==> config.mk <==
export PLATFORM = sky130hd
export DESIGN_NAME = cet_front
export DESIGN_NICKNAME = d
export VERILOG_FILES = /design/src/rtl/core/cet_pkg.sv /design/src/rtl/core/cet_front.sv
export SDC_FILE = /design/constraint.sdc
export NUM_CORES = 1
export LEC_CHECK = 0
export BUFFER_PORTS_ARGS = -buffer_cell sky130_fd_sc_hd__buf_2
export CORE_UTILIZATION = 30
export DETAILED_ROUTE_END_ITERATION = 8
export PLACE_DENSITY = 0.85
export SLEW_MARGIN = 40
export SYNTH_ARGS = -nofsm -noshare
export SYNTH_HDL_FRONTEND = slang
export SYNTH_SLANG_ARGS = --single-unit
==> constraint.sdc <==
create_clock -name vclk -period 5.6
set_input_delay 1.12 -clock vclk [all_inputs]
set_output_delay 1.12 -clock vclk [all_outputs]
set_load 0.01 [all_outputs]
==> src/rtl/core/cet_pkg.sv <==
// cet_pkg: shared constants and types for the circle exit time core
// no dependencies; imported by every module of the core

package cet_pkg;

    localparam int POS_WIDTH_DEF   = 20;
    localparam int ANGLE_WIDTH_DEF = 16;

    localparam int RADIUS_W = 19;
    localparam logic [RADIUS_W-1:0] RADIUS_RESET = 19'd256000;
    localparam int SPEED_W  = 12;
    localparam int TIME_W   = 32;
    localparam int TURN_W   = 24;
    localparam int QUARTER_W = 22;
    localparam int ROOT_W   = 19;
    localparam int DISC_W   = 2 * ROOT_W;
    localparam int SINE_W   = 31;
    localparam int KMIN_W   = 22;

    localparam logic [QUARTER_W:0] QUARTER_STEPS = 23'h400000;

    // sine polynomial, q30, odd powers nine down to one
    localparam logic signed [32:0] SIN_C9 = 33'sd172272;
    localparam logic signed [32:0] SIN_C7 = -33'sd5026995;
    localparam logic signed [32:0] SIN_C5 = 33'sd85569306;
    localparam logic signed [32:0] SIN_C3 = -33'sd693598668;
    localparam logic signed [32:0] SIN_C1 = 33'sd1686629713;

    localparam logic [SINE_W-1:0] Q30_ONE = 31'h40000000;
    localparam logic signed [31:0] HALF_Q30 = 32'sd536870912;

    // 60 / 1.15077954 in q16
    localparam logic [KMIN_W-1:0] MIN_PER_NM_Q16 = 22'd3416953;

    localparam logic signed [TIME_W-1:0] TIME_MAX = 32'sh7FFFFFFF;
    localparam logic signed [TIME_W-1:0] TIME_MIN = 32'sh80000000;

    typedef struct packed {
        logic [1:0]           quad;
        logic [QUARTER_W:0]   r;
        logic [QUARTER_W:0]   rc;
        logic [SPEED_W-1:0]   speed;
        logic                 zero;
    } cls_t;

endpackage

==> src/rtl/core/cet_front.sv <==
// cet_front: classifies an incoming transaction (quadrant, offsets, zero speed)
// depends on cet_pkg

module cet_front
    import cet_pkg::*;
#(
    parameter int ANGLE_WIDTH = ANGLE_WIDTH_DEF
)
(
    input  logic [ANGLE_WIDTH-1:0] heading,
    input  logic [SPEED_W-1:0]     speed_knots,
    output cls_t                   cls
);

    logic [TURN_W-1:0] turn;

    // heading widened to a 24-bit turn fraction
    assign turn = TURN_W'(heading) << (TURN_W - ANGLE_WIDTH);

    always_comb
    begin
        cls.quad  = turn[TURN_W-1 -: 2];
        cls.r     = {1'b0, turn[QUARTER_W-1:0]};
        cls.rc    = QUARTER_STEPS - {1'b0, turn[QUARTER_W-1:0]};
        cls.speed = speed_knots;
        cls.zero  = (speed_knots == '0);
    end

endmodule

**After elaboration in Yosys (flattened, before gate mapping)**

Cells that the tools add are included.

- Bits in latches: 0
- Memories: 0
- Logic and storage cells: 2
- Output and inout bits: 61
- Bits in writable memories: 0
- Register bits after elaboration: 0
- Input bits: 28
- Memory bits (read-only): 0

- Equal/unequal tests: 0
- Bitwise gates (word level): 0
- Reductions and logical operators: 1
- Muxes and demuxes: 0
- Shift operators: 0
- Multiply operators: 0
- Add/sub/neg operators: 1
- Div/mod/pow operators: 0
- Magnitude comparators: 0

Operators with widths:

| kind | number |
|---|---|
| $sub A23 B22 Y23 const A | 1 |
| $logic_not A12 Y1 | 1 |

**Longest topological paths before layout**

Gate-level depths: netlist of the first run.

- Depth after elaboration: 1
- Gate-level depth with buffers: 5
- Mapped depth without buffers: 5

**Worst setup path after synthesis of the first run**

Ideal clock, no wire load.

- Kind: input -> output
- From: input port heading[0]
- To: output port cls[35] (netlist bit)
- Data arrival time: 2.449 ns
- Required time: 4.480 ns
- Cell stages on the path: 5
- Slack: 2.031 ns
- Path through: inv_1 > ha_1 > or4b_4 > or2_4 > nor4b_2

RTL lines:

| item | RTL line | text |
|---|---|---|
| start, declared | cet_front.sv:10 | `input logic [ANGLE_WIDTH-1:0] heading,` |
| end, declared | cet_front.sv:12 | `output cls_t cls` |

==> results.json, run 1 <==
{
  "cp_max_fo": 5,
  "cp_slowest_stage_delay_ns": 0.49,
  "drc": 0,
  "arrival_ns": 2.66,
  "hold_class": "input port to output pin",
  "rows": 16,
  "drive_above_1_share": 0.568,
  "required_ns": 4.48,
  "final_nets": 156,
  "setup_viol": 0,
  "die_y_um": 47.8,
  "yosys.area_share.simple": 0.245,
  "hold_buffers": 0,
  "place.gp.congestion": 0.753,
  "drt-wirelength-per-cell_um": 9.70,
  "slew_violations": 0,
  "n_clock_buffer": 0,
  "path_cells": "buf_2 -> inv_1 -> ha_1 -> or4b_4 -> or2_4 -> nor4b_2 -> buf_2",
  "coreArea_mm2": 0.00196,
  "antenna_found_initial": 0,
  "maxCapViolations": 0,
  "post-route-period-util": 0.675,
  "dieArea_mm2": 0.00228,
  "cp_slowest_cell": "or4b_4",
  "synth_top_family_by_area": "buffers and inverters",
  "cp_common_cell": "buf_2",
  "cts_resized": 0,
  "yosysMostFrequentCell": "buf_4",
  "ir_drop_mv": 0.0285,
  "area_growth_pct": 14.1,
  "place_ws_ns": 1.81,
  "die_w_um": 47.8,
  "setup_ws_ns": 1.82,
  "crit_family": "simple AND/OR/NAND/NOR gates",
  "via_per_inst": 4.08,
  "timing_worst_setup_path_type": "input port to output pin",
  "slew-limit-headroom": 0.547,
  "fmax_mhz": 264,
  "ios": 89,
  "synth_fa_ha_area_frac": 0.0199,
  "dr_total_vias": 620,
  "grt_pass1_wl_um": 1800,
  "finalHoldViolCount": 0,
  "fill_cells": 223,
  "nFlopsAndLatches": 0,
  "min_period_ns": 3.78,
  "setup_tns_ns": 0,
  "yosysWarnings": 0,
  "syn_inst": 87,
  "hpwl_um": 1350,
  "synth_top_area_cell": "buf_4",
  "grt.overflow.total": 0,
  "synth_compound_area_frac": 0,
  "first_pass_iters": 4,
  "power.density_mw_per_mm2": 75.7,
  "synthXorXnorAreaFrac": 0.167,
  "drtAntennaViolNets": 0,
  "syn_avg_cell_area_um2": 7.22,
  "synth_mux_area_frac": 0,
  "start_util": 0.320,
  "rsz0062_at_grt": "false",
  "grt_pass1_vias": 419,
  "postCtsSetupRepairBufs": 0,
  "synth.distinct_cells": 17,
  "wirelength_um": 1480,
  "portBuffers": 68,
  "worstMarginPinSlew_ns": 0.673,
  "synthDominantCellAreaShare": 0.550,
  "synth_area_leaders": "buf_4, xor2_1, nor4_1",
  "crit_buf_inv": 3,
  "yosysSeqAreaShare": 0,
  "seq_area_um2": 0,
  "endpoint_kind": "output pin",
  "status": "finished clean",
  "grt_start_max_net_pins": 7,
  "num_antenna_cells": 0,
  "p_leak_nw": 0.401,
  "drtIter0Drc": 3,
  "grt_usage": 0.107,
  "syn-cell-area_um2": 628,
  "synth_common_cells": "buf_4, nor4_1, xor2_1",
  "start_kind": "input port"
}
[layer usage]
layer / track usage / part of all wire / vias to the layer above
li1: - / - / 305
met1: 0.120 / 0.35 / 264
met2: 0.232 / 0.53 / 51
met3: 0 / 0.13 / 0
met4: 0 / 0 / 0
met5: 0 / 0 / -
[final timing paths]
kind / slack, ns / to / startpoint / cells past startpoint
worst max-delay path: 1.82 / cls[35] / heading[0] / 7
worst min-delay path: 2.24 / cls[60] / heading[15] / 0
[where the power goes]
part           switching, mW  internal (mW)  total [mW]
Clock                      0              0           0
Sequential                 0              0           0
Combinational         0.0320         0.0222      0.0542
[cells in the final DEF (no fill, tap or decap)]
cell	count
and3_1	1
buf_2	68
conb_1	17
ha_1	1
inv_1	2
nand2_1	2
nand3_1	3
nand4_1	1
nor2_1	4
nor3_1	2
nor4_1	7
nor4b_2	1
or2_4	1
or3_1	2
or4b_4	1
xnor2_1	5
xor2_1	7
[layout make-up]
cell class / instances / area (um^2) / share of cell area
Timing Repair Buffer: 68 / 340 / 0.475
Multi-Input combinational cell: 55 / 335 / 0.468
Tap cell: 27 / 33.8 / 0.0471
Inverter: 2 / 7.51 / 0.0105
[metrics by stage]
step | std cells | utilization | power, mW | instance area, um^2 | hold slack, ns
detailed placement | 152 | 0.365 | 0.0546 | 717 | 2.24
finish | 152 | 0.365 | 0.0542 | 717 | 2.24
global route | 152 | 0.365 | 0.0607 | 717 | 2.24
global placement | 152 | 0.365 | 0.0538 | 717 | 2.24
CTS | 152 | 0.365 | 0.0547 | 717 | 2.24
floorplan | 103 | - | 0.0475 | 688 | 2.27
[cell families (layout without fill, tap and decap cells)]
family,Yosys count,count (layout)
fa+ha+maj,1,1
simple gates,25,25
xor+xnor,12,12
buf+inv,48,70
other cells,1,17
No activity file was read; power rests on OpenSTA's default activity.
==> run 2, diff against run 1 <==
--- a/config.mk
+++ b/config.mk
@@ -5,10 +5,11 @@
 export SDC_FILE = /design/constraint.sdc
 export NUM_CORES = 1
 export LEC_CHECK = 0
+export ABC_AREA = 1
 export BUFFER_PORTS_ARGS = -buffer_cell sky130_fd_sc_hd__buf_2
 export CORE_UTILIZATION = 30
 export DETAILED_ROUTE_END_ITERATION = 8
-export PLACE_DENSITY = 0.85
+export PLACE_DENSITY = 0.83
 export SLEW_MARGIN = 40
 export SYNTH_ARGS = -nofsm -noshare
 export SYNTH_HDL_FRONTEND = slang
==> constraint.sdc (replaced) <==
create_clock -name vclk -period 3.1
set_input_delay 0.62 -clock vclk [all_inputs]
set_output_delay 0.62 -clock vclk [all_outputs]
set_load 0.01 [all_outputs]
==> run 2 against run 1 <==
  * Flip-flop and latch count stayed put
  * Global-route usage is 0.35 points lower
  * Total power is 96% higher
  * Synthesized area is 17% higher
  * Non-clock buffer count stayed put
  * Cell count is 26% higher
  * Die area is 17% higher
==> results.json, run 2 <==
{
  "drive_above_1_share": 0.476,
  "seq_area_um2": 0,
  "rsz0062_at_grt": "false",
  "yosysSeqAreaShare": 0,
  "final_cell_mix": "buf_2, nand2_1, nor2_1, conb_1, inv_1",
  "slew_violations": 0,
  "final_nets": 195,
  "antenna_found_initial": 0,
  "hold_buffers": 0,
  "portBuffers": 68,
  "syn_inst": 126,
  "num_antenna_cells": 0,
  "ios": 89,
  "yosysMostFrequentCell": "buf_4",
  "drtAntennaViolNets": 0,
  "finalHoldViolCount": 0,
  "hold_class": "input port to output pin",
  "dr_total_vias": 776,
  "cp_slowest_stage_delay_ns": 0.27,
  "start_util": 0.327,
  "via_per_inst": 4.04,
  "p_leak_nw": 0.498,
  "grt.overflow.total": 0,
  "wirelength_um": 1570,
  "synth.distinct_cells": 14,
  "endpoint_kind": "output pin",
  "place.gp.congestion": 0.719,
  "layout_commonest_cell": "buf_2",
  "n_clock_buffer": 0,
  "arrival_ns": 1.68,
  "place_area_um2": 827,
  "timing_worst_setup_path_type": "input port to output pin",
  "finish.utilization": 0.367,
  "maxCapViolations": 0,
  "yosysWarnings": 0,
  "nFlopsAndLatches": 0,
  "final_cell_area_um2": 827,
  "start_kind": "input port",
  "ir_drop_mv": 0.0547,
  "die_w_um": 51.6,
  "dieArea_mm2": 0.00266,
  "required_ns": 2.48,
  "cts_resized": 0,
  "multi_input_area_um2": 418,
  "grt_usage": 0.104,
  "drt-wirelength-per-cell_um": 8.18,
  "post-route-period-util": 0.742,
  "synth_top_area_cell": "buf_4",
  "min_period_ns": 2.30,
  "area_growth_pct": 12.2,
  "fmax_mhz": 435,
  "cp_slowest_cell": "ha_1",
  "holdPathStages": 0,
  "status": "finished clean",
  "synth_common_cells": "buf_4, nand2_1, nor2_1",
  "setup_viol": 0,
  "hpwl_um": 1460,
  "postCtsSetupRepairBufs": 0,
  "fill_cells": 285,
  "place_ws_ns": 0.789,
  "die_y_um": 51.6,
  "drtIter0Drc": 4,
  "setup_ws_ns": 0.799,
  "grt_pass1_wl_um": 2230,
  "grt_start_max_net_pins": 6,
  "syn-cell-area_um2": 737,
  "power.density_mw_per_mm2": 129,
  "setup_tns_ns": 0,
  "drc": 0,
  "grt_pass1_vias": 598,
  "path_cells": "buf_2 -> inv_1 -> ha_1 -> nand2_1 -> nor2_1 -> nand2_1 -> xor2_1 -> buf_2",
  "synthDominantCellAreaShare": 0.469,
  "syn_avg_cell_area_um2": 5.85,
  "rows": 17,
  "coreArea_mm2": 0.00225,
  "synth_area_leaders": "buf_4, nand2_1, nor2_1",
  "cp_max_fo": 5,
  "first_pass_iters": 4
}
[run 2: changes by cell type in the layout (fill, tap and decap cells not counted), sizes merged]
cell,previous run,this run
nand2,2,29
nor2,4,26
inv,2,9
nor4,7,0
xor2,7,3
nand3,3,6
nor3,2,0
or3,2,0
and3,1,0
nor4b,1,0
or2,1,0
or4b,1,0
xnor2,5,4
[run 2: cells by family (layout without fill, tap and decap cells)]
logic type / count (synthesis) / after routing / share of synthesized area
other: 1 / 17 / 0.00509
buffers and inverters: 55 / 77 / 0.514
XOR/XNOR: 7 / 7 / 0.0832
adder cells (fa/ha/maj): 1 / 1 / 0.0170
AND/OR/NAND/NOR: 62 / 62 / 0.380
[run 2: path summary, 6_finish.rpt]
check / startpoint / endpoint / slack (ns)
worst min-delay path: heading[14] / cls[59] / 1.24
worst max-delay path: heading[0] / cls[27] / 0.80
[run 2: through the flow]
| step | hold slack, ns | power, mW | cells |
|---|---|---|---|
| floorplan | 1.32 | 0.0945 | 142 |
| global placement | 1.24 | 0.106 | 192 |
| detailed placement | 1.24 | 0.107 | 192 |
| CTS | 1.24 | 0.108 | 192 |
| global route | 1.24 | 0.118 | 192 |
| finish | 1.24 | 0.107 | 192 |
[run 2: layer usage]
metal / share of wire / up-vias / track usage
met5: 0 / - / 0
met4: 0 / 0 / 0
met3: 0.13 / 0 / 0.00292
met2: 0.49 / 57 / 0.232
met1: 0.37 / 324 / 0.109
li1: - / 395 / -
[run 2: layout make-up]
cell class	instances	area share
repair buffers	68	0.411
inverters	9	0.0408
multi-input cells	87	0.505
well taps	28	0.0424
[run 2: report_power, final]
part	switching [mW]	internal, mW	total, mW
clock	0	0	0
sequential	0	0	0
combinational	0.0646	0.0420	0.107
total	0.0646	0.0420	0.107
[run 2: critical path, delay by kind of cell]
kind | cells | cell delay [ns]
adders and majority gates | 1 | 0.27
buffers and inverters | 3 | 0.33
xor gates and xnor gates | 1 | 0.14
and+or+nand+nor | 3 | 0.32
==> run 3, diff against run 2 <==
==> constraint.sdc (replaced) <==
create_clock -name vclk -period 1.9
set_input_delay 0.38 -clock vclk [all_inputs]
set_output_delay 0.38 -clock vclk [all_outputs]
set_load 0.01 [all_outputs]
==> run 3 against run 2 <==
  * Critical path depth did not move
  * Worst setup slack lost 0.67 ns
  * Largest power group unchanged
  * Non-clock buffer count rose by 1
  * First-iteration DRC count decreased by 50%
  * Routed wire length hardly changed
==> results.json, run 3 (synthesis results as in run 2) <==
{
  "grt_pass1_vias": 615,
  "post-route-period-util": 0.930,
  "p_switching_uw": 106,
  "grt_usage": 0.104,
  "num_antenna_cells": 0,
  "cp_max_fo": 4,
  "status": "finished clean",
  "slew_violations": 0,
  "endpoint_kind": "output pin",
  "finish.utilization": 0.371,
  "rows": 17,
  "path_cells": "buf_2 -> inv_1 -> ha_2 -> nand2_1 -> nor2_1 -> nand2_1 -> xor2_1 -> buf_2",
  "setup_ws_ns": 0.134,
  "pwr-share-clk": 0,
  "grt.overflow.total": 0,
  "nFlopsAndLatches": 0,
  "p_int_uw": 70.2,
  "pwr-share-seq": 0,
  "grt_start_max_net_pins": 6,
  "final_cell_area_um2": 837,
  "place_ws_ns": 0.0920,
  "drt-wirelength-per-cell_um": 8.14,
  "required_ns": 1.52,
  "place_area_um2": 835,
  "power_frac_comb": 1.000,
  "dr_total_vias": 777,
  "postCtsSetupRepairBufs": 0,
  "path_depth": 8,
  "final_nets": 196,
  "finalHoldViolCount": 0,
  "setup_viol": 0,
  "p_leak_nw": 0.501,
  "grt_pass1_wl_um": 2190,
  "setup_tns_ns": 0,
  "multi_input_area_um2": 420,
  "timing_worst_setup_path_type": "input port to output pin",
  "start_kind": "input port",
  "maxCapViolations": 0,
  "fill_cells": 269,
  "crit_buf_inv": 3,
  "hold_path_end": "cls[59]",
  "antenna_found_initial": 0,
  "die_w_um": 51.6,
  "min_from": "heading[14]",
  "rsz0062_at_grt": "false",
  "drc": 0,
  "seq_area_um2": 0,
  "holdPathStages": 0,
  "p_sw_frac": 0.600,
  "hold_class": "input port to output pin",
  "drtIter0Drc": 2,
  "power.density_mw_per_mm2": 210,
  "n_clock_buffer": 0,
  "start_util": 0.327,
  "ios": 89,
  "hpwl_um": 1470,
  "die_y_um": 51.6,
  "arrival_ns": 1.39,
  "startpoint": "heading[0]",
  "crit_family": "buffers and inverters",
  "cp_slowest_stage_delay_ns": 0.22,
  "drive_above_1_share": 0.485,
  "place.gp.congestion": 0.711,
  "first_pass_iters": 2,
  "final_cell_mix": "buf_2, nand2_1, nor2_1, conb_1, inv_1",
  "wirelength_um": 1570,
  "area_growth_pct": 13.6,
  "cp_slowest_cell": "ha_2",
  "ir_drop_mv": 0.107,
  "layout_commonest_cell": "buf_2",
  "drtAntennaViolNets": 0,
  "fmax_mhz": 566,
  "via_per_inst": 4.03,
  "dieArea_mm2": 0.00266,
  "min_period_ns": 1.77,
  "portBuffers": 68,
  "whs_ns": 0.760,
  "coreArea_mm2": 0.00225
}
==> run 3: changes by cell type in the layout (fill, tap and decap cells not counted) <==
cell   previous run  this run
buf_4             0         1
ha_2              0         1
ha_1              1         0
==> run 3: worst max-delay path by stage <==
stage / to / slack [ns]
5_1_grt: cls[27] / 0.02
3_5_place_dp: cls[27] / 0.09
2_1_floorplan: cls[27] / 0.33
3_3_place_gp: cls[27] / 0.13
6_report: cls[27] / 0.13
4_1_cts: cls[27] / 0.09
==> run 3: layout make-up <==
type / instances / area share
inverters: 9 / 0.0404
repair buffers: 69 / 0.416
multi-input cells: 87 / 0.502
well taps: 28 / 0.0419
==> run 3: stage by stage <==
step | power, mW | instances
6_report | 0.176 | 193
5_1_grt | 0.194 | 193
4_1_cts | 0.177 | 193
3_3_place_gp | 0.175 | 193
2_1_floorplan | 0.154 | 142
3_5_place_dp | 0.176 | 193
==> run 3: power groups by stage <==
stage	Sequential (mW)	Clock [mW]	Combinational, mW
floorplan	0	0	0.154
global placement	0	0	0.175
detailed placement	0	0	0.176
CTS	0	0	0.177
global route	0	0	0.194
finish	0	0	0.176
==> run 3: timing repair <==
item | 4_1_cts | 5_1_grt
endpoints found under the setup margin | 0 | 1
hold buffers | 0 | 0
gates resized for setup | 0 | 1
==> run 3: layer usage <==
layer,track usage,share of wire,vias up
li1,-,-,394
met1,0.104,0.35,326
met2,0.232,0.51,57
met3,0.00585,0.14,0
met4,0.00901,0,0
met5,0,0,-
