## src/rtl/core/cet_pkg.sv

```systemverilog
// cet_pkg: shared constants and types for the circle exit time core
// no dependencies; imported by every module of the core

package cet_pkg;

    localparam int POS_WIDTH_DEF   = 20;
    localparam int ANGLE_WIDTH_DEF = 16;

    localparam int RADIUS_W = 19;
    localparam logic [RADIUS_W-1:0] RADIUS_RESET = 19'd256000;
    localparam int SPEED_W  = 12;
    localparam int TIME_W   = 32;
    localparam int TURN_W   = 24;
    localparam int QUARTER_W = 22;
    localparam int ROOT_W   = 19;
    localparam int DISC_W   = 2 * ROOT_W;
    localparam int SINE_W   = 31;
    localparam int KMIN_W   = 22;

    localparam logic [QUARTER_W:0] QUARTER_STEPS = 23'h400000;

    // sine polynomial, q30, odd powers nine down to one
    localparam logic signed [32:0] SIN_C9 = 33'sd172272;
    localparam logic signed [32:0] SIN_C7 = -33'sd5026995;
    localparam logic signed [32:0] SIN_C5 = 33'sd85569306;
    localparam logic signed [32:0] SIN_C3 = -33'sd693598668;
    localparam logic signed [32:0] SIN_C1 = 33'sd1686629713;

    localparam logic [SINE_W-1:0] Q30_ONE = 31'h40000000;
    localparam logic signed [31:0] HALF_Q30 = 32'sd536870912;

    // 60 / 1.15077954 in q16
    localparam logic [KMIN_W-1:0] MIN_PER_NM_Q16 = 22'd3416953;

    localparam logic signed [TIME_W-1:0] TIME_MAX = 32'sh7FFFFFFF;
    localparam logic signed [TIME_W-1:0] TIME_MIN = 32'sh80000000;

    typedef struct packed {
        logic [1:0]           quad;
        logic [QUARTER_W:0]   r;
        logic [QUARTER_W:0]   rc;
        logic [SPEED_W-1:0]   speed;
        logic                 zero;
    } cls_t;

endpackage

```

## src/rtl/core/cet_queue.sv

```systemverilog
// cet_queue: two-entry queue between the front and back parts
// uses cet_pkg only for the house import

module cet_queue
    import cet_pkg::*;
#(
    parameter int WIDTH = 8
)
(
    input  logic             clk,
    input  logic             rst_n,
    input  logic             push,
    input  logic [WIDTH-1:0] wdata,
    output logic             full,
    input  logic             pop,
    output logic [WIDTH-1:0] rdata,
    output logic             empty
);

    logic [WIDTH-1:0] mem_reg [2];
    logic             wr_ptr_reg, wr_ptr_next;
    logic             rd_ptr_reg, rd_ptr_next;
    logic [1:0]       count_reg, count_next;
    logic             push_ok, pop_ok;

    assign full    = (count_reg == 2'd2);
    assign empty   = (count_reg == 2'd0);
    assign push_ok = push && !full;
    assign pop_ok  = pop && !empty;
    assign rdata   = mem_reg[rd_ptr_reg];

    always_comb
    begin
        wr_ptr_next = push_ok ? ~wr_ptr_reg : wr_ptr_reg;
        rd_ptr_next = pop_ok ? ~rd_ptr_reg : rd_ptr_reg;
        count_next  = count_reg + 2'(push_ok) - 2'(pop_ok);
    end

    always_ff @(posedge clk or negedge rst_n)
    begin
        if (!rst_n)
        begin
            wr_ptr_reg <= 1'b0;
            rd_ptr_reg <= 1'b0;
            count_reg  <= 2'd0;
        end
        else
        begin
            wr_ptr_reg <= wr_ptr_next;
            rd_ptr_reg <= rd_ptr_next;
            count_reg  <= count_next;
        end
    end

    always_ff @(posedge clk)
    begin
        if (push_ok)
        begin
            mem_reg[wr_ptr_reg] <= wdata;
        end
    end

endmodule

```

## config.mk

```make
export PLATFORM = sky130hd
export DESIGN_NAME = cet_queue
export DESIGN_NICKNAME = d
export VERILOG_FILES = /design/src/rtl/core/cet_pkg.sv /design/src/rtl/core/cet_queue.sv
export SDC_FILE = /design/constraint.sdc
export NUM_CORES = 1
export LEC_CHECK = 0
export ABC_AREA = 1
export BUFFER_PORTS_ARGS = -buffer_cell sky130_fd_sc_hd__buf_4
export CORE_MARGIN = 2
export CORE_UTILIZATION = 49
export CTS_CLUSTER_SIZE = 25
export DETAILED_ROUTE_END_ITERATION = 16
export PLACE_DENSITY_LB_ADDON = 0.25
export RECOVER_POWER = 25
export SLEW_MARGIN = 20
export SYNTH_ARGS = -nofsm -noshare
export SYNTH_HDL_FRONTEND = slang
export SYNTH_SLANG_ARGS = --single-unit
export TNS_END_PERCENT = 20
```

## constraint.sdc

```tcl
create_clock -name clk -period 2.05 [get_ports clk]
set_clock_uncertainty 0.2 [all_clocks]
set_input_delay 0.41 -clock clk [delete_from_list [all_inputs] [get_ports clk]]
set_output_delay 0.41 -clock clk [all_outputs]
set_load 0.02 [all_outputs]
```

---- After elaboration in Yosys (flattened, before gate mapping) ----
Memories as Yosys holds them, arrays and structs flattened.
Index checks and enable logic that the tools add are counted.
storage, ports and cells
  RAM bits ................................ 16
  word-level logic and storage cells ...... 16
  input bits .............................. 12
  register bits ........................... 4
  memories ................................ 1
  output and inout bits ................... 10
cells by class
  reductions and logical operators ........ 5
  muxes and demuxes ....................... 2
  add/subtract/negate cells ............... 2
  bitwise operators ....................... 2
  equal/unequal tests ..................... 1
memory list
  name     depth  bits a word  read ports  clocked after memory_dff  write ports  RTL line         text
  mem_reg  2      8            1           0                         1            cet_queue.sv:20  logic [WIDTH-1:0] mem_reg [2];
operators by type and width
  operator            count
  $add 2x1->2         1
  $eq 2x2->1 const B  1
  $logic_and 1x1->1   2
  $logic_not 1->1     2
  $logic_not 2->1     1
  $mux 1              2
  $not 1->1           2
  $sub 2x1->2         1

---- Depth between registers and ports, before layout ----
Gate-level depths: netlist (run 1).
  depth after elaboration ................. 5
  mapped depth ............................ 10
  gate-level depth less buffers ........... 10

---- Worst setup path after synthesis (run 1) ----
No wires, ideal clock.
  kind .................................... reg-to-reg
  start ................................... register count_reg[1]
  end ..................................... register count_reg[1]
  slack ................................... 0.548 ns
  period minus slack after synthesis ...... 1.502 ns
  required time ........................... 1.734 ns
  arrival time ............................ 1.185 ns
  setup time .............................. 0.116 ns
  cell stages (with the launch flop) ...... 10
  path buffers ............................ 0
  cells stage by stage .................... dfrtp_1 inv_1 nand2_2 nand2_1 inv_1 ha_1 inv_1 ha_1 nand3_1 nand2_1
on the way
  elaborated cells on any way between the ends .. 8
  classes of those cells .................. add/sub (2); eq/ne (1); reduce/logical (5)
RTL lines
  item                      RTL line         text
  start: declaration        cet_queue.sv:23  logic [1:0] count_reg, count_next;
  start signal: assignment  cet_queue.sv:51  count_reg <= count_next;
  $logic_not 2->1           cet_queue.sv:27  assign empty = (count_reg == 2'd0);
  $logic_not 1->1           cet_queue.sv:29  assign pop_ok = pop && !empty;
  $logic_and 1x1->1         cet_queue.sv:29
  via pop_ok                cet_queue.sv:24  logic push_ok, pop_ok;
  $sub 2x1->2               cet_queue.sv:36  count_next = count_reg + 2'(push_ok) - 2'(pop_ok);
  via count_next[1]         cet_queue.sv:23
The timed path passes the listed nets, and every way through them passes these cells.
A chain may end at the register's enable or synchronous reset.

---- Worst setup path after layout (run 1) ----
  start ................................... register rd_ptr_reg
  end ..................................... output port rdata[3]
on the way
  word-level cells in the longest chain between the ends .. 1
ends and longest elaborated chain
  item                      RTL line         text
  start: declaration        cet_queue.sv:22  logic rd_ptr_reg, rd_ptr_next;
  start signal: assignment  cet_queue.sv:50  rd_ptr_reg <= rd_ptr_next;
  $mem_v2 2x8               --
  end: declaration          cet_queue.sv:16  output logic [WIDTH-1:0] rdata,
Every way passes these cells.

==> metrics.txt, run 1 <==
outcome complete, no violations; main combinational cell family by area after synthesis simple AND/OR/NAND/NOR gates; Syn. warnings 0; most common cell after layout, fill and taps aside nand2_1; Min-Delay Endpoint mem_reg[1][1]$_DFFE_PP_; Final min period 1.82 ns; CTS tree built; startpoint types flip-flop; CP max FO 10; Syn Nets 89; Post-DP HPWL 950 µm; core area 1540 µm²; vias 554; Netlist cell types 12; Reg clk slew, reported paths 0.12 ns; mux cell area share after synthesis 0; area share of fa/ha/maj cells after synthesis 0.0301; Routed WL per cell 11.3 µm; crit path capture type primary output; Clock Latency Late Sink 0.29 ns; Seq pwr share 0.398; clk root buf clkbuf_4; Tot GR Track Use 0.150; reg-to-reg startpoint count_reg[1]$_DFF_PN0_; total gr overflow 0; Hold Startpoint wdata[1]; max reg flops 16; Comb power frac 0.403; global-route wire length before repair 2.19 mm; synth top area cells edfxtp_1 (58%), nand2_1 (16%), dfrtp_1 (12%); top cell type's share of synthesized area 0.578; Final TNS setup 0 ns; Slowest cell on crit path dfrtp_2; initial antenna violation count 0; Port Buffers 21; Clk pwr share 0.199; Critical Path, Cell by Cell clkinv_4 -> nand2_1 -> nand2_1 -> buf_4; synthesized instance count 75; GP Congestion 0.688; Die Y 45.2 µm; Iteration-0 DRC Markers 15; Antenna Nets Post-Route 0; arrival time at the worst endpoint 1.21 ns; largest net degree at the start of global routing 13; WL final 1.32 mm; Worst setup startpoint rd_ptr_reg$_DFFE_PN0P_; Worst IR Drop VDD 0.793 mV; endpoints failing hold 0; Die ar. 2040 µm²; P_int 1010 µW; Pwr Density 1490 nW/µm²; Yosys reg bits 20; setup repair after global routing missed its margin no; f_max 549 MHz; crit path kind flip-flop to primary output; CP max stage delay 0.51 ns; I/O Pins 22; diode count 0; Worst slew margin 0.773; Final setup violation count 0; CTS Buffer Depth 2; dpl ws 0.424 ns; drt pass-1 iters 4; Initial Util 0.539; commonest non-fill, non-tap cells in the layout nand2_1 (35), buf_4 (16), edfxtp_1 (16); Max Cap Viol 0; worst hold path type input pin to flip-flop; Worst Max-Slew Pin Slew 0.339 ns; share of layout cells above drive strength 1 0.317; Setup WS post-layout 0.229 ns; die width 45.2 µm; DR vias/cell 4.74; Sw Pwr 584 µW; Cell Area, Synth 831 µm²; H-tree depth 1; Worst R2R Path Depth 9; Critical Path RT 1.44 ns; sequential area share after synthesis 0.699; Synth Area in Simple Gates 0.202; Layout area overhead 28.6%; CTS Sinks 20; nets 116; number of global-route vias before repair 495; Slew Limit Fails 0; CP dominant cell by count nand2_1; Synth Area per Inst 11.1 µm²; cell type with the largest total area after synthesis edfxtp_1; Synth Area in Compound Gates 0; worst hold path depth 1; period utilization 0.888; Rows 14; Lkg Pwr 0.000527 µW; Num CTS Buffers 3; reg2reg end count_reg[1]$_DFF_PN0_; setup slack, reg-to-reg 0.44 ns; # DRC 0; switching power share of the total 0.365; Synth Area in XOR/XNOR 0
layout make-up:
type / instances / area (µm²)
sequential: 20 / 582
clock buffer: 3 / 22.5
timing repair buffer: 23 / 175
clock inverter: 1 / 30.0
tap: 16 / 20.0
inverter: 11 / 46.3
fill: 123 / 473
multi-input combinational: 43 / 193
layer usage:
metal  vias to the layer above  part of all wire  routed length (µm)  global-route usage
li1                        291                 -                   -                   -
met1                       246              0.49                 642               0.227
met2                        17              0.46                 605               0.237
met3                         0             0.057                  75              0.0240
met4                         0                 0                   0              0.0176
met5                         -                 0                   0                   0
power groups by stage:
stage / combinational [µW] / sequential [µW] / clock [µW]
CTS: 654 / 634 / 322
global placement: 633 / 637 / 0
global route: 721 / 650 / 336
finish: 644 / 635 / 318
detailed placement: 650 / 643 / 0
floorplan: 450 / 604 / 0
worst max path at each step:
| stage | endpoint | slack (ns) | depth (start not counted) |
|---|---|---|---|
| floorplan | count_reg[1]$_DFF_PN0_ | 0.55 | 9 |
| finish | rdata[3] | 0.23 | 4 |
| detailed placement | rdata[3] | 0.42 | 4 |
| global placement | rdata[5] | 0.47 | 4 |
| CTS | rdata[3] | 0.08 | 4 |
| global route | rdata[6] | 0.14 | 4 |
cells by family after synthesis:
family	count (synthesis)
fa+ha+maj	2
buf+inv	12
flops	20
simple gates	41
cell usage after synthesis:
cell	n
nor2_1	1
ha_1	2
nand2_1	35
clkinv_4	1
nand3_1	2
nand3_2	1
dfrtp_1	4
inv_2	1
edfxtp_1	16
buf_6	1
inv_1	9
nand2_2	2
stage by stage:
step	util	std cells	power (µW)	hold WS, ns	area, µm²
floorplan	-	75	1050	-0.0856	831
global placement	0.652	112	1270	0.0104	1000
detailed placement	0.652	112	1290	0.00981	1000
CTS	0.692	117	1610	0.0872	1070
global route	0.693	117	1710	0.0861	1070
finish	0.693	117	1600	0.0968	1070
critical path: cells and delay by family, from the launching register on:
family | cells | cell delay (ns)
simple gates | 2 | 0.13
buf+inv | 2 | 0.28
flops | 1 | 0.51
timing repair:
action	in CTS	in global routing
endpoints found under the hold margin	4	0
hold buffers	1	0
setup endpoints to repair	0	3
setup buffers	0	0
gates resized for setup	0	1
No activity file was read; power rests on OpenSTA's default activity.
==> inputs of run 2 (changes only) <==
Settings changed: CORE_UTILIZATION 49 to 30, GPL_TIMING_DRIVEN set to 1.
==> metrics.txt, run 2 (synthesis results as in run 1) <==
Cells after DPL 127 (+13%); reg2reg end count_reg[1]$_DFF_PN0_; Util after Layout 0.404 (-0.289); Sw Pwr 565 µW (-3.2%); global-route wire length before repair 2.11 mm (-3.8%); Hold WS 0.100 ns (+0.00364 ns); Final setup violation count 0 (unchanged); Worst slew margin 0.753 (-0.0202); crit path capture type primary output; CTS Sinks 20 (unchanged); commonest non-fill, non-tap cells in the layout nand2_1 (35), buf_4 (16), edfxtp_1 (16); Slowest cell on crit path dfrtp_1; core area 2690 µm² (+74%); Post-DP HPWL 988 µm (+4.0%); startpoint types flip-flop; Clock Latency Late Sink 0.29 ns (about the same); max reg flops 16 (unchanged); Iteration-0 DRC Markers 8 (-7); Worst Max-Slew Pin Slew 0.370 ns (+0.0306 ns); vias 555 (+0.18%); Comb power frac 0.406 (+0.003); Initial Util 0.309 (-0.230); GP Congestion 0.785 (+14%); die width 56.6 µm (+25%); Seq pwr share 0.400 (+0.002); outcome complete, no violations; total gr overflow 0 (unchanged); Final Instance Count excl. Fillers 132 (+13%); I/O Pins 22 (unchanged); Tot GR Track Use 0.0871 (-0.0629); nets 116 (unchanged); CP max FO 10 (unchanged); crit path kind flip-flop to primary output; Worst R2R Path Depth 9 (unchanged); CP max stage delay 0.58 ns (+0.07 ns); Critical Path RT 1.44 ns (about the same); Buf/Inv on CP 2 (unchanged); f_max 519 MHz (-5.5%); Die Y 56.6 µm (+25%); Max Cap Viol 0 (unchanged); setup slack, reg-to-reg 0.45 ns (about the same); arrival time at the worst endpoint 1.32 ns (+0.11 ns); Slew Limit Fails 0 (unchanged); Pwr Density 1450 nW/µm² (-2.8%); Worst IR Drop VDD 0.921 mV (+16%); largest net degree at the start of global routing 13 (unchanged); Top delay family on crit path flip-flops; Num CTS Buffers 3 (unchanged); initial antenna violation count 0 (unchanged); Routed WL per cell 9.79 µm (-13%); WP depth 4 (unchanged); diode count 0 (unchanged); number of global-route vias before repair 506 (+2.2%); most common cell after layout, fill and taps aside nand2_1; CTS tree built; Reg clk slew, reported paths 0.10 ns (-0.02 ns); Critical Path, Cell by Cell clkinv_4 -> nand2_1 -> nand2_1 -> buf_4; Lkg Pwr 0.000528 µW (+0.21%); CP dominant cell by count nand2_1; CTS Buffer Depth 2 (unchanged); H-tree depth 1 (unchanged); Port Buffers 21 (unchanged); # DRC 0 (unchanged); WL final 1.29 mm (-2.3%); period utilization 0.940 (+0.0513); setup repair after global routing missed its margin no; Final min period 1.93 ns (+0.105 ns); P_int 1010 µW (-0.15%); Final TNS setup 0 ns (unchanged); share of layout cells above drive strength 1 0.307 (-0.00990); endpoints failing hold 0 (unchanged); drt pass-1 iters 4 (unchanged); Clk pwr share 0.195 (-0.004); Die ar. 3210 µm² (+57%); clk root buf clkbuf_4; worst hold path type input pin to flip-flop; Rows 19 (+5); reg-to-reg startpoint count_reg[1]$_DFF_PN0_; switching power share of the total 0.358 (-0.00711); DR vias/cell 4.20 (-11%); Antenna Nets Post-Route 0 (unchanged); postcts setup bufs 0 (unchanged); Worst setup startpoint rd_ptr_reg$_DFFE_PN0P_; Critical Path Sink rdata[4]; Layout area overhead 30.7%
==> run 2: changes by cell type in the layout (fill, tap and decap cells not counted) <==
cell     change
dfrtp_1      +1
dfrtp_2      -1
==> run 2: worst reg2reg max path, cell delays in order (launching register included) <==
cell,delay [ns]
dfrtp_1,0.40
inv_1,0.09
nand2_2,0.08
nand2_1,0.08
inv_1,0.04
ha_1,0.26
inv_1,0.04
ha_1,0.18
nand3_1,0.08
nand2_1,0.05
==> run 2: metrics by stage <==
step	total power [µW]	setup slack, ns	cell area (µm²)
final	1580	0.124	1090
after global routing	1690	0.00746	1090
after CTS	1600	0.0881	1090
after detailed placement	1290	0.429	1020
after global placement	1280	0.458	1020
after floorplan	1050	0.548	831
==> run 2: worst min-delay path by stage <==
| stage | startpoint | end | depth (start not counted) |
|---|---|---|---|
| 5_1_grt | wdata[4] | mem_reg[1][4]$_DFFE_PP_ | 1 |
| 3_5_place_dp | rst_n | count_reg[0]$_DFF_PN0_ | 1 |
| 6_report | wdata[4] | mem_reg[1][4]$_DFFE_PP_ | 1 |
| 4_1_cts | wdata[5] | mem_reg[1][5]$_DFFE_PP_ | 1 |
| 2_1_floorplan | rst_n | count_reg[0]$_DFF_PN0_ | 0 |
| 3_3_place_gp | rst_n | count_reg[0]$_DFF_PN0_ | 1 |
==> run 2: layout make-up <==
class,count,area (µm²)
multi-input combinational,43,193
tap,31,38.8
clock buffer,3,22.5
inverter,11,46.3
clock inverter,1,30.0
sequential,20,581
timing repair buffer,23,175
fill,260,1600
==> run 2: metal layers <==
layer | share of wire | wire, µm | track usage
met1 | 0.43 | 551 | 0.102
met2 | 0.49 | 631 | 0.141
met3 | 0.072 | 93 | 0.0392
met4 | 0.011 | 14 | 0.0306
met5 | 0 | 0 | 0
==> run 2: what timing repair did <==
item,CTS,global route
gates resized for setup,0,0
endpoints found under the hold margin,4,0
hold buffers,1,0
==> run 2: power by group through the flow <==
stage | registers [µW] | logic (µW) | clock network, µW
final | 630 | 640 | 307
after global routing | 643 | 713 | 336
after CTS | 632 | 651 | 318
after detailed placement | 641 | 648 | 0
after global placement | 640 | 644 | 0
after floorplan | 604 | 450 | 0
==> inputs of run 3 (changes only) <==
Settings changed: BUFFER_PORTS_ARGS -buffer_cell sky130_fd_sc_hd__buf_4 to not set, DONT_BUFFER_PORTS set to 1.
==> metrics.txt, run 3 (synthesis results as in run 1) <==
outcome complete, no violations; CTS Buffer Depth 2 (unchanged); number of global-route vias before repair 495 (-2.2%); Critical Path Sink rdata[6]; Max Cap Viol 0 (unchanged); Final setup violation count 0 (unchanged); postcts setup bufs 0 (unchanged); dpl ws 0.438 ns (+0.00950 ns); Buf/Inv on CP 1 (-1); Final TNS setup 0 ns (unchanged); commonest non-fill, non-tap cells in the layout nand2_1 (35), edfxtp_1 (16), inv_1 (10); CP max FO 10 (unchanged); core area 2690 µm² (unchanged); setup slack, reg-to-reg 0.43 ns (-0.02 ns); Worst slew margin 0.722 (-0.0308); Critical Path, Cell by Cell clkinv_4 -> nand2_1 -> nand2_1; Top delay family on crit path flip-flops; Reg clk slew, reported paths 0.10 ns (about the same); # DRC 0 (unchanged); Layout area overhead 21.4%; arrival time at the worst endpoint 1.32 ns (about the same); diode count 0 (unchanged); endpoints failing hold 0 (unchanged); Iteration-0 DRC Markers 17 (+9); period utilization 0.939 (about the same); Slew Limit Fails 0 (unchanged); initial antenna violation count 0 (unchanged); Rows 19 (unchanged); crit path kind flip-flop to primary output; Antenna Nets Post-Route 0 (unchanged); f_max 519 MHz (about the same); Num CTS Buffers 3 (unchanged); CP dominant cell by count nand2_1; Final min period 1.93 ns (-0.000505 ns); CP max stage delay 0.61 ns (+0.03 ns); share of layout cells above drive strength 1 0.102 (-0.205); startpoint types flip-flop; nets 103 (-11%); max reg flops 16 (unchanged); reg2reg end count_reg[1]$_DFF_PN0_; Lkg Pwr 0.000462 µW (-13%); reg-to-reg startpoint count_reg[1]$_DFF_PN0_; GP Congestion 0.674 (-14%); Routed WL per cell 11.2 µm (+14%); crit path capture type primary output; Worst IR Drop VDD 0.838 mV (-9.0%); Clock Latency Late Sink 0.29 ns (about the same); Slowest cell on crit path dfrtp_1; total gr overflow 0 (unchanged); Worst setup startpoint rd_ptr_reg$_DFFE_PN0P_; Die Y 56.6 µm (unchanged); filler instances 261 (+0.38%); die width 56.6 µm (unchanged); Setup WS post-layout 0.124 ns (+0.000505 ns); setup repair after global routing missed its margin no; Worst Max-Slew Pin Slew 0.416 ns (+0.0461 ns); Tot GR Track Use 0.0923 (+0.00517); vias 510 (-8.1%); Die ar. 3210 µm² (unchanged); global-route wire length before repair 2.16 mm (+2.3%); worst hold path type input pin to flip-flop; WL final 1.33 mm (+2.9%); Port Buffers 0 (-100%); Worst R2R Path Depth 10 (+1); largest net degree at the start of global routing 13 (unchanged); Initial Util 0.309 (unchanged); Pwr Density 1430 nW/µm² (-1.7%); DR vias/cell 4.29 (+1.9%); clk root buf clkbuf_4; Critical Path RT 1.44 ns (about the same); Post-DP HPWL 973 µm (-1.5%); most common cell after layout, fill and taps aside nand2_1; worst hold path depth 2 (+1); WP depth 3 (-1); H-tree depth 1 (unchanged); drt pass-1 iters 4 (unchanged); CTS tree built; CTS Sinks 20 (unchanged); I/O Pins 22 (unchanged)
-- run 3: cell count changes in the layout (fill, tap and decap cells not counted) --
cell,before,now
inv_2,1,0
clkbuf_4,9,3
buf_4,16,1
dlygate4sd3_1,1,9
inv_1,9,10
-- run 3: stage by stage --
| step | power (µW) | cell area, µm² | hold WS, ns | cells | utilization |
|---|---|---|---|---|---|
| 4_1_cts | 1460 | 1010 | 0.0230 | 119 | 0.375 |
| 3_3_place_gp | 1120 | 866 | -0.0855 | 106 | 0.322 |
| 3_5_place_dp | 1130 | 866 | -0.0855 | 106 | 0.322 |
| 5_1_grt | 1550 | 1010 | 0.00700 | 119 | 0.375 |
| 2_1_floorplan | 1050 | 831 | -0.0856 | 75 | - |
| 6_report | 1440 | 1010 | 0.0352 | 119 | 0.375 |
-- run 3: per-layer routing --
layer / share of wire / global-route usage / up-vias
met5: 0 / 0 / -
li1: - / - / 261
met4: 0 / 0.0204 / 0
met3: 0.10 / 0.0622 / 0
met2: 0.49 / 0.159 / 16
met1: 0.41 / 0.0906 / 233
-- run 3: repair_timing --
| action | 4_1_cts | 5_1_grt |
|---|---|---|
| resized for setup | 0 | 0 |
| endpoints found under the hold margin | 20 | 0 |
| hold buffers | 9 | 0 |
-- run 3: final cells by class --
| type | instances | area, µm² | area share |
|---|---|---|---|
| sequential | 20 | 581 | 0.576 |
| clock inverter | 1 | 30.0 | 0.0298 |
| inverter | 11 | 46.3 | 0.0459 |
| clock buffer | 3 | 22.5 | 0.0223 |
| tap | 31 | 38.8 | 0.0385 |
| multi-input combinational | 43 | 193 | 0.191 |
| timing repair buffer | 10 | 97.6 | 0.0968 |
-- run 3: how the worst min path moves through the flow --
stage	startpoint	end	slack, ns
after floorplan	rst_n	count_reg[0]$_DFF_PN0_	-0.09
after global routing	pop	rd_ptr_reg$_DFFE_PN0P_	0.007
after global placement	rst_n	count_reg[0]$_DFF_PN0_	-0.09
after CTS	pop	rd_ptr_reg$_DFFE_PN0P_	0.02
after detailed placement	rst_n	count_reg[0]$_DFF_PN0_	-0.09
final	pop	rd_ptr_reg$_DFFE_PN0P_	0.04
-- run 3: where the power goes --
group          internal [µW]  total (µW)  switching (µW)
Clock                    198         314             117
Sequential               564         633            69.2
Combinational            124         493             368
